--- config.mk ---
export PLATFORM = sky130hd
export DESIGN_NAME = fdl_lerp
export DESIGN_NICKNAME = d
export VERILOG_FILES = /design/src/rtl/fdl_pkg.sv /design/src/rtl/fdl_lerp.sv
export SDC_FILE = /design/constraint.sdc
export NUM_CORES = 1
export LEC_CHECK = 0
export ABC_AREA = 1
export BUFFER_PORTS_ARGS = -buffer_cell sky130_fd_sc_hd__buf_2
export CAP_MARGIN = 15
export CORE_MARGIN = 2
export CORE_UTILIZATION = 60
export DETAILED_ROUTE_END_ITERATION = 12
export GPL_TIMING_DRIVEN = 1
export PLACE_DENSITY_LB_ADDON = 0.05
export RECOVER_POWER = 50
export SLEW_MARGIN = 10
export SYNTH_ARGS = -nofsm -noshare
export SYNTH_HDL_FRONTEND = slang
export SYNTH_SLANG_ARGS = --single-unit
--- constraint.sdc ---
create_clock -name vclk -period 14.99
set_clock_uncertainty 0.05 [all_clocks]
set_input_delay 4.497 -clock vclk [all_inputs]
set_output_delay 4.497 -clock vclk [all_outputs]
set_load 0.02 [all_outputs]
--- src/rtl/fdl_pkg.sv ---
// ----------------------------------------------------------------------------
// fdl_pkg
// Shared widths, register indexes and operation codes of the fractional
// delay line.
// ----------------------------------------------------------------------------
package fdl_pkg;

  localparam int DEPTH       = 4096;
  localparam int ADDR_BITS   = $clog2(DEPTH);
  localparam int SAMPLE_BITS = 24;
  localparam int FRAC_BITS   = 16;
  localparam int DELAY_BITS  = 28;
  localparam int WHOLE_BITS  = DELAY_BITS - FRAC_BITS;
  localparam int FUNC_BITS   = 3;
  localparam int CFG_IDX_BITS = 1;

  localparam logic [DELAY_BITS-1:0] ONE_SAMPLE    = DELAY_BITS'(1) << FRAC_BITS;
  localparam logic [DELAY_BITS-1:0] MAX_DELAY_RST = DELAY_BITS'(268304384);

  localparam logic [FUNC_BITS-1:0] FUNC_PROCESS  = 3'd0;
  localparam logic [FUNC_BITS-1:0] FUNC_PUSH     = 3'd1;
  localparam logic [FUNC_BITS-1:0] FUNC_READ_CFG = 3'd2;
  localparam logic [FUNC_BITS-1:0] FUNC_READ_FB  = 3'd3;
  localparam logic [FUNC_BITS-1:0] FUNC_READ_CUR = 3'd4;

  localparam logic [CFG_IDX_BITS-1:0] CFG_DELAY_SETTING = 1'd0;
  localparam logic [CFG_IDX_BITS-1:0] CFG_MAX_DELAY     = 1'd1;

  typedef logic signed [SAMPLE_BITS-1:0] sample_t;
  typedef logic [DELAY_BITS-1:0]         delay_t;
  typedef logic [FRAC_BITS-1:0]          frac_t;
  typedef logic [ADDR_BITS-1:0]          addr_t;

  typedef struct packed {
    logic    has_result;
    logic    zero;
    logic    newer_smp;
    logic    older_smp;
    sample_t sample;
    frac_t   frac;
  } rd_ctl_t;

endpackage

--- src/rtl/fdl_lerp.sv ---
// ----------------------------------------------------------------------------
// fdl_lerp
// Linear interpolation between two samples by a fraction, rounded half up.
// ----------------------------------------------------------------------------
module fdl_lerp
  import fdl_pkg::*;
(
  input  sample_t newer,
  input  sample_t older,
  input  frac_t   frac,
  input  logic    zero,
  output sample_t result
);

  localparam int ACC_W = SAMPLE_BITS + FRAC_BITS + 3;

  logic signed [SAMPLE_BITS:0]             diff;
  logic signed [SAMPLE_BITS+FRAC_BITS+1:0] prod;
  logic signed [ACC_W-1:0]                 acc;
  logic signed [ACC_W-1:0]                 shifted;

  always_comb begin
    diff    = $signed({older[SAMPLE_BITS-1], older}) - $signed({newer[SAMPLE_BITS-1], newer});
    prod    = diff * $signed({1'b0, frac});
    acc     = (ACC_W'(newer) <<< FRAC_BITS) + ACC_W'(prod)
              + $signed(ACC_W'(1) << (FRAC_BITS - 1));
    shifted = acc >>> FRAC_BITS;
    result  = zero ? '0 : shifted[SAMPLE_BITS-1:0];
  end

endmodule

# Yosys cells after proc, flatten, opt, wreduce, memory -nomap -nowiden
# Index checks and enable logic that the tools add are counted.
# totals
output_inout_bits	24
in_bits	65
register_bits	0
wordCells	5
# classes
add_sub_neg	3
n_mul	1
n_mux	1
# op_table
cell	count
$add 40x17->40 const B	1
$add 40x40->40	1
$mul 25x17->40	1
$sub 24x24->25	1
$mux 24	1

# Depth between registers and ports, before layout
# Gate-level depths: netlist of run 1.
# depth
ltp_word	5
depth_mapped	43
depth_no_buf	41

# Worst setup path after synthesis of run 1
# Ideal clock, no wire load.
# synth_timing
path_type	input to output
from	in older[0]
to	out result[21]
t_arrival_ps	11318
required_ps	10443
path_stages	33
slack_ps	-875
path_buffers	1
cell_sequence	inv_1 -> ha_1 -> fa_1 -> inv_1 -> nand2_1 -> nand2_1 -> nand3_1 -> nand2_2 -> nand2_1 -> nand4_1 -> nand2_1 -> buf_2 -> nor2_1 -> inv_1 -> fa_1 -> fa_1 -> inv_1 -> fa_1 -> fa_1 -> inv_1 -> fa_1 -> inv_1 -> ha_1 -> nand2_1 -> nor2_1 -> inv_1 -> nor2_1 -> inv_1 -> nor3_1 -> nand4_1 -> nand3_1 -> o21ai_0 -> a21oi_1
# synth_via
elab_chain_len	5
# synth_lines
item	line	text
start, declared	fdl_lerp.sv:9	input sample_t older,
$sub 24x24->25	fdl_lerp.sv:23	diff = $signed({older[SAMPLE_BITS-1], older}) - $signed({newer[SAMPLE_BITS-1], newer});
$mul 25x17->40	fdl_lerp.sv:24	prod = diff * $signed({1'b0, frac});
$add 40x40->40	fdl_lerp.sv:25	acc = (ACC_W'(newer) <<< FRAC_BITS) + ACC_W'(prod)
$add 40x17->40	fdl_lerp.sv:26	+ $signed(ACC_W'(1) << (FRAC_BITS - 1));
$mux 24	fdl_lerp.sv:28	result = zero ? '0 : shifted[SAMPLE_BITS-1:0];
end, declared	fdl_lerp.sv:12	output sample_t result
# Every way passes these cells.

# Worst setup path after layout of run 1
# layout_timing
from	in newer[13]
to	out result[15]
# layout_via
elab_chain_len	5
# layout_lines
item	line	text
start, declared	fdl_lerp.sv:8	input sample_t newer,
$sub 24x24->25	fdl_lerp.sv:23	
$mul 25x17->40	fdl_lerp.sv:24	
$add 40x40->40 *	fdl_lerp.sv:25	
$add 40x17->40 *	fdl_lerp.sv:26	
$mux 24 *	fdl_lerp.sv:28	
# Every way passes the cells marked *; elsewhere a longest branch is shown, timed or not.

==> results.yml, run 1 <==
synth:
  synth_area_per_cell_sq_um: 7.57
  seq_area_frac_synth_pct: 0
  ys_types: 43
  ys_warn_count: 0
  synth_fp_nets: 2860
  syn-cell-area_sq_um: 17100
  synth_cells: 2253
cells_and_area:
  fillCellCount: 1751
  clockBufferCount: 0
  layout_commonest_cell: "inv_1"
  area_growth_pct: 36.5
  antenna_cells_inserted: 0
  fin_area_sq_um: 23300
  n_sequential_cell: 0
  regArea_sq_um: 0
  layout_common_cells: "inv_1 (594), buf_4 (387), fa_1 (377), nand2_1 (262), nor2_1 (248)"
  drive_gt1_share_pct: 34.7
  fin_nets: 3320
route:
  wl_met2_um: 28600
  first_pass_iters: 6
  highest_layer: "met5"
  drc: 0
  dr_wl_met3_um: 4270
  totalWireLength_um: 57500
  initialDrtViolationCount: 1177
  via_count: 16700
  ant_nets: 0
  wl_met1_um: 20400
  wl_per_cell_um: 18.6
  vias_per_cell: 5.42
timing:
  slew_violations: 0
  finalHoldViolCount: 0
  clock.fmax_mhz: 63.2
  period_share_pct: 105
  rsz0062_at_grt: "yes"
  setup_violations: 24
  slew_headroom_pct: 51.4
  layout_min_cycle_time_ns: 15.81
  fin_ws_ns: -0.822
  tightest_slew_ns: 0.728
critical_path:
  start_kind: "input port"
  crit_top_cell: "fa_1"
  slowest_delay_ns: 0.56
  end_kind: "primary output"
  path_class: "in2out"
  required_ns: 10.44
  slowest_stage: "fa_1"
  arrival_ns: 11.26
  worstPathMaxFanout: 5
placed_design:
  place_area_sq_um: 20800
  place_hpwl_um: 47600
  gp_congestion: 0.943
  io_buffers: 89
grt:
  grt_pass1_wl_um: 91400
  grt_pass1_vias: 18200
  track_usage_pct: 39.1
  antenna_found_initial: 2
  overflow: 0
  grt_max_degree: 21
floorplan:
  num_io_pins: 89
  rows: 61
  die_y_um: 173
  coreArea_sq_um: 27900
  die_w_um: 173
  initial_utilization_pct: 61.2
  fp.dieArea_sq_um: 29800
outcome:
  status: "finished with violations"
  violations: "negative setup slack"
flow_run:
  cap_violations: 0
cts:
  cts_hold_buf: 0
hold_path:
  holdCritPathClass: "in2out"
## critical path: cells and delay by family
kind / cells / cell delay [ns]
buffers and inverters: 12 / 1.28
AOI/OAI and AO/OA: 5 / 0.69
and+or+nand+nor: 10 / 0.92
adders and majority gates: 8 / 3.60
xor gates and xnor gates: 1 / 0.27
## cell type report
class / instances / area [sq um] / area share, %
Tap cell: 378 / 473 / 2.03
Multi-Input combinational cell: 1535 / 16300 / 69.9
Inverter: 672 / 2560 / 11.0
Timing Repair Buffer: 504 / 3970 / 17.1
## metal layers
metal  vias to the layer above  global-route usage (%)
li1                       7433                       -
met1                      8254                    46.5
met2                       799                    68.9
met3                       246                    4.18
met4                         2                    23.3
met5                         -                       0
## cell usage after synthesis, types with 2 or more instances
master    count  area [sq um]
inv_1       655          2460
o21ai_0      35           175
xor2_2        2          32.5
clkinv_1      9          33.8
o21ai_1       7          35.0
clkbuf_1     36           135
nand4_1       9          56.3
nand2_1     337          1260
nor4_1        4          25.0
buf_2         8          40.0
or2_2        10          62.6
o21bai_1     13          97.6
nor2_2       11          68.8
a21o_1       15           113
nand3b_1      4          30.0
inv_2         8          30.0
ha_1        136          1700
nor2_1      325          1220
xnor2_2       3          48.8
nand3_1      74           370
xor2_1        5          43.8
xnor2_1      16           140
nand2_2       8          50.1
fa_1        406          8130
a21boi_0      4          30.0
a31oi_1       9          56.3
nor3_1       13          65.1
a21oi_1      68           340
o21a_1        5          37.5
a21oi_2       4          35.0
a211oi_1      2          15.0
## kinds of logic (layout without fill, tap and decap cells)
family                   Yosys count  after routing  synth area share [%]
AND/OR/NAND/NOR                  801            802                  19.1
adder cells (fa/ha/maj)          542            542                  57.7
XOR/XNOR                          26             26                  1.56
AO/OA/AOI/OAI                    165            165                  5.63
buffers and inverters            719           1176                  16.0
## per-stage QoR
| step | util [%] | setup slack (ns) | cells | TNS (ns) | hold slack, ns |
|---|---|---|---|---|---|
| finish | 83.5 | -0.822 | 3089 | -16.93 | 9.27 |
| global route | 83.5 | -1.03 | 3089 | -21.57 | 9.29 |
| CTS | 81.2 | -0.673 | 3063 | -13.46 | 9.29 |
| detailed placement | 74.8 | -1.24 | 3011 | -21.23 | 9.29 |
| global placement | 74.8 | -1.28 | 3011 | -20.17 | 9.27 |
| floorplan | - | -0.101 | 2253 | -0.202 | 8.99 |
## timing repair
item / CTS / global route
pin swaps: 160 / 122
buffers inserted: 52 / 27
endpoints found under the setup margin: 24 / 24
cloned: 1 / 0
resized for setup: 394 / 118
## path summary, 6_finish.rpt
| path | cells past startpoint | end | from |
|---|---|---|---|
| min | 3 | result[8] | zero |
| max | 36 | result[15] | newer[13] |
Power of run 1 is left out: the tool's default activity adds up to more than one toggle a clock period on the data nets, which glitch-free logic cannot reach.
==> inputs of run 2 (changes only) <==
ABC_AREA = default   (was 1)
==> results.yml, run 2 <==
route:
  vias_per_cell: 5.26
  drc: 0
  wl_met1_um: 18200
  totalWireLength_um: 47100
  wl_met2_um: 24700
  wl_per_cell_um: 17.7
  via_count: 14000
  ant_nets: 0
  dr_wl_met3_um: 1850
  initialDrtViolationCount: 717
  first_pass_iters: 6
  highest_layer: "met4"
timing:
  hold_ws_ns: 9.66
  clock.fmax_mhz: 60.1
  layout_min_cycle_time_ns: 16.65
  slew_violations: 0
  period_share_pct: 111
  setup_violations: 24
  tightest_slew_ns: 0.844
  finalHoldViolCount: 0
  fin_ws_ns: -1.66
  slew_headroom_pct: 43.8
  rsz0062_at_grt: "yes"
critical_path:
  worstPathMaxFanout: 4
  crit_top_cell: "fa_1"
  slowest_delay_ns: 0.56
  end_kind: "primary output"
  path_class: "in2out"
  slowest_stage: "fa_2"
  start_kind: "input port"
  required_ns: 10.44
  arrival_ns: 12.10
grt:
  track_usage_pct: 34.0
  overflow: 0
  grt_max_degree: 28
  grt_pass1_wl_um: 77600
  grt_pass1_vias: 15600
  antenna_found_initial: 0
synth:
  synthAdderAreaFrac_pct: 58.8
  synth_compound_area_share_pct: 6.37
  seq_area_frac_synth_pct: 0
  synth_cells: 1940
  muxShareOfSynthArea_pct: 0.0674
  synth_commonest_cells: "inv_1 (526), fa_1 (406), and2_1 (198)"
  ys_types: 58
  synth_fp_nets: 2547
  yosys-top-cells-area: "fa_1 (49%), inv_1 (12%), ha_1 (10%)"
  syn-cell-area_sq_um: 16700
  synth_top_cell_by_area: "fa_1"
  ys_warn_count: 0
  synthXorXnorAreaFrac_pct: 3.04
  synth_area_per_cell_sq_um: 8.61
  synth_top_area_share_pct: 48.6
  synth.most_common_cell: "inv_1"
  synthSimpleGateAreaFrac_pct: 17.7
  synth_top_family_by_area: "adder cells"
outcome:
  status: "finished with violations"
  violations: "negative setup slack"
cells_and_area:
  fin_nets: 2888
  regArea_sq_um: 0
  layout_common_cells: "inv_1 (501), fa_1 (389), buf_4 (307), and2_1 (187), nand2_1 (152)"
  fin_area_sq_um: 21400
  layout_commonest_cell: "inv_1"
  fillCellCount: 1989
  clockBufferCount: 0
  multiInputGateArea_sq_um: 15500
  area_growth_pct: 28.3
  n_sequential_cell: 0
  antenna_cells_inserted: 0
  drive_gt1_share_pct: 27.6
placed_design:
  gp_congestion: 0.883
  io_buffers: 89
  place_area_sq_um: 20100
  place_hpwl_um: 39400
floorplan:
  fp.dieArea_sq_um: 29200
  die_w_um: 171
  coreArea_sq_um: 27600
  initial_utilization_pct: 60.5
  rows: 61
  num_io_pins: 89
  die_y_um: 171
hold_path:
  holdCritPathClass: "in2out"
  hold_path_depth: 3
  hold_end: "result[12]"
  hp-start: "zero"
cts:
  cts_hold_buf: 0
flow_run:
  cap_violations: 0
==> run 2: cell types whose count changed after synthesis, moves of 15 or more <==
cell,delta
a21oi_1,-25
and2_1,+197
clkbuf_1,+48
inv_1,-129
nand2_1,-180
nand3_1,-24
nor2_1,-285
nor2b_1,+41
o21ai_0,-16
xnor2_1,+22
xor2_1,+15
==> run 2: worst max-delay path by stage <==
| stage | depth (start not counted) | to | slack, ns | start |
|---|---|---|---|---|
| finish | 37 | result[20] | -1.66 | older[0] |
| global route | 36 | result[20] | -1.92 | newer[1] |
| CTS | 32 | result[23] | -1.72 | newer[8] |
| detailed placement | 33 | result[23] | -2.17 | newer[0] |
| global placement | 33 | result[23] | -2.03 | newer[0] |
| floorplan | 30 | result[23] | -1.22 | older[1] |
==> run 2: timing repair <==
item / 4_1_cts / 5_1_grt
buffers inserted: 21 / 17
pin swaps: 94 / 52
cloned: 0 / 1
setup endpoints to repair: 24 / 24
gates resized for setup: 171 / 89
==> run 2: layer usage <==
metal | up-vias | GRT usage, %
met5 | - | 0
met4 | 0 | 12.4
met3 | 133 | 2.71
met2 | 389 | 63.2
met1 | 7062 | 41.3
li1 | 6387 | -
==> run 2: cells by family after synthesis <==
family,count (synthesis)
XOR/XNOR,58
adder cells (fa/ha/maj),542
AND/OR/NAND/NOR,562
AO/OA/AOI/OAI,158
multiplexers,1
buffers and inverters,619
==> run 2: worst max-delay path, delay by kind of cell <==
kind	cells	cell delay [ns]
xor gates and xnor gates	1	0.14
buffers and inverters	10	0.91
and+or+nand+nor	4	0.60
muxes	1	0.31
AOI/OAI and AO/OA	12	2.10
adders and majority gates	9	3.53
==> run 2: through the flow <==
step	setup slack [ns]	util, %	instances	TNS [ns]
floorplan	-1.22	-	1940	-18.06
global placement	-2.03	72.8	2622	-40.69
detailed placement	-2.17	72.8	2622	-43.18
CTS	-1.72	75.8	2642	-31.17
global route	-1.92	77.6	2657	-39.80
finish	-1.66	77.6	2657	-33.60
==> run 2: area by class of cell <==
type               count  area share [%]
well taps            378            2.21
inverters            527            9.31
repair buffers       431            16.3
multi-input cells   1321            72.2
Power of run 2 is left out for the same reason.
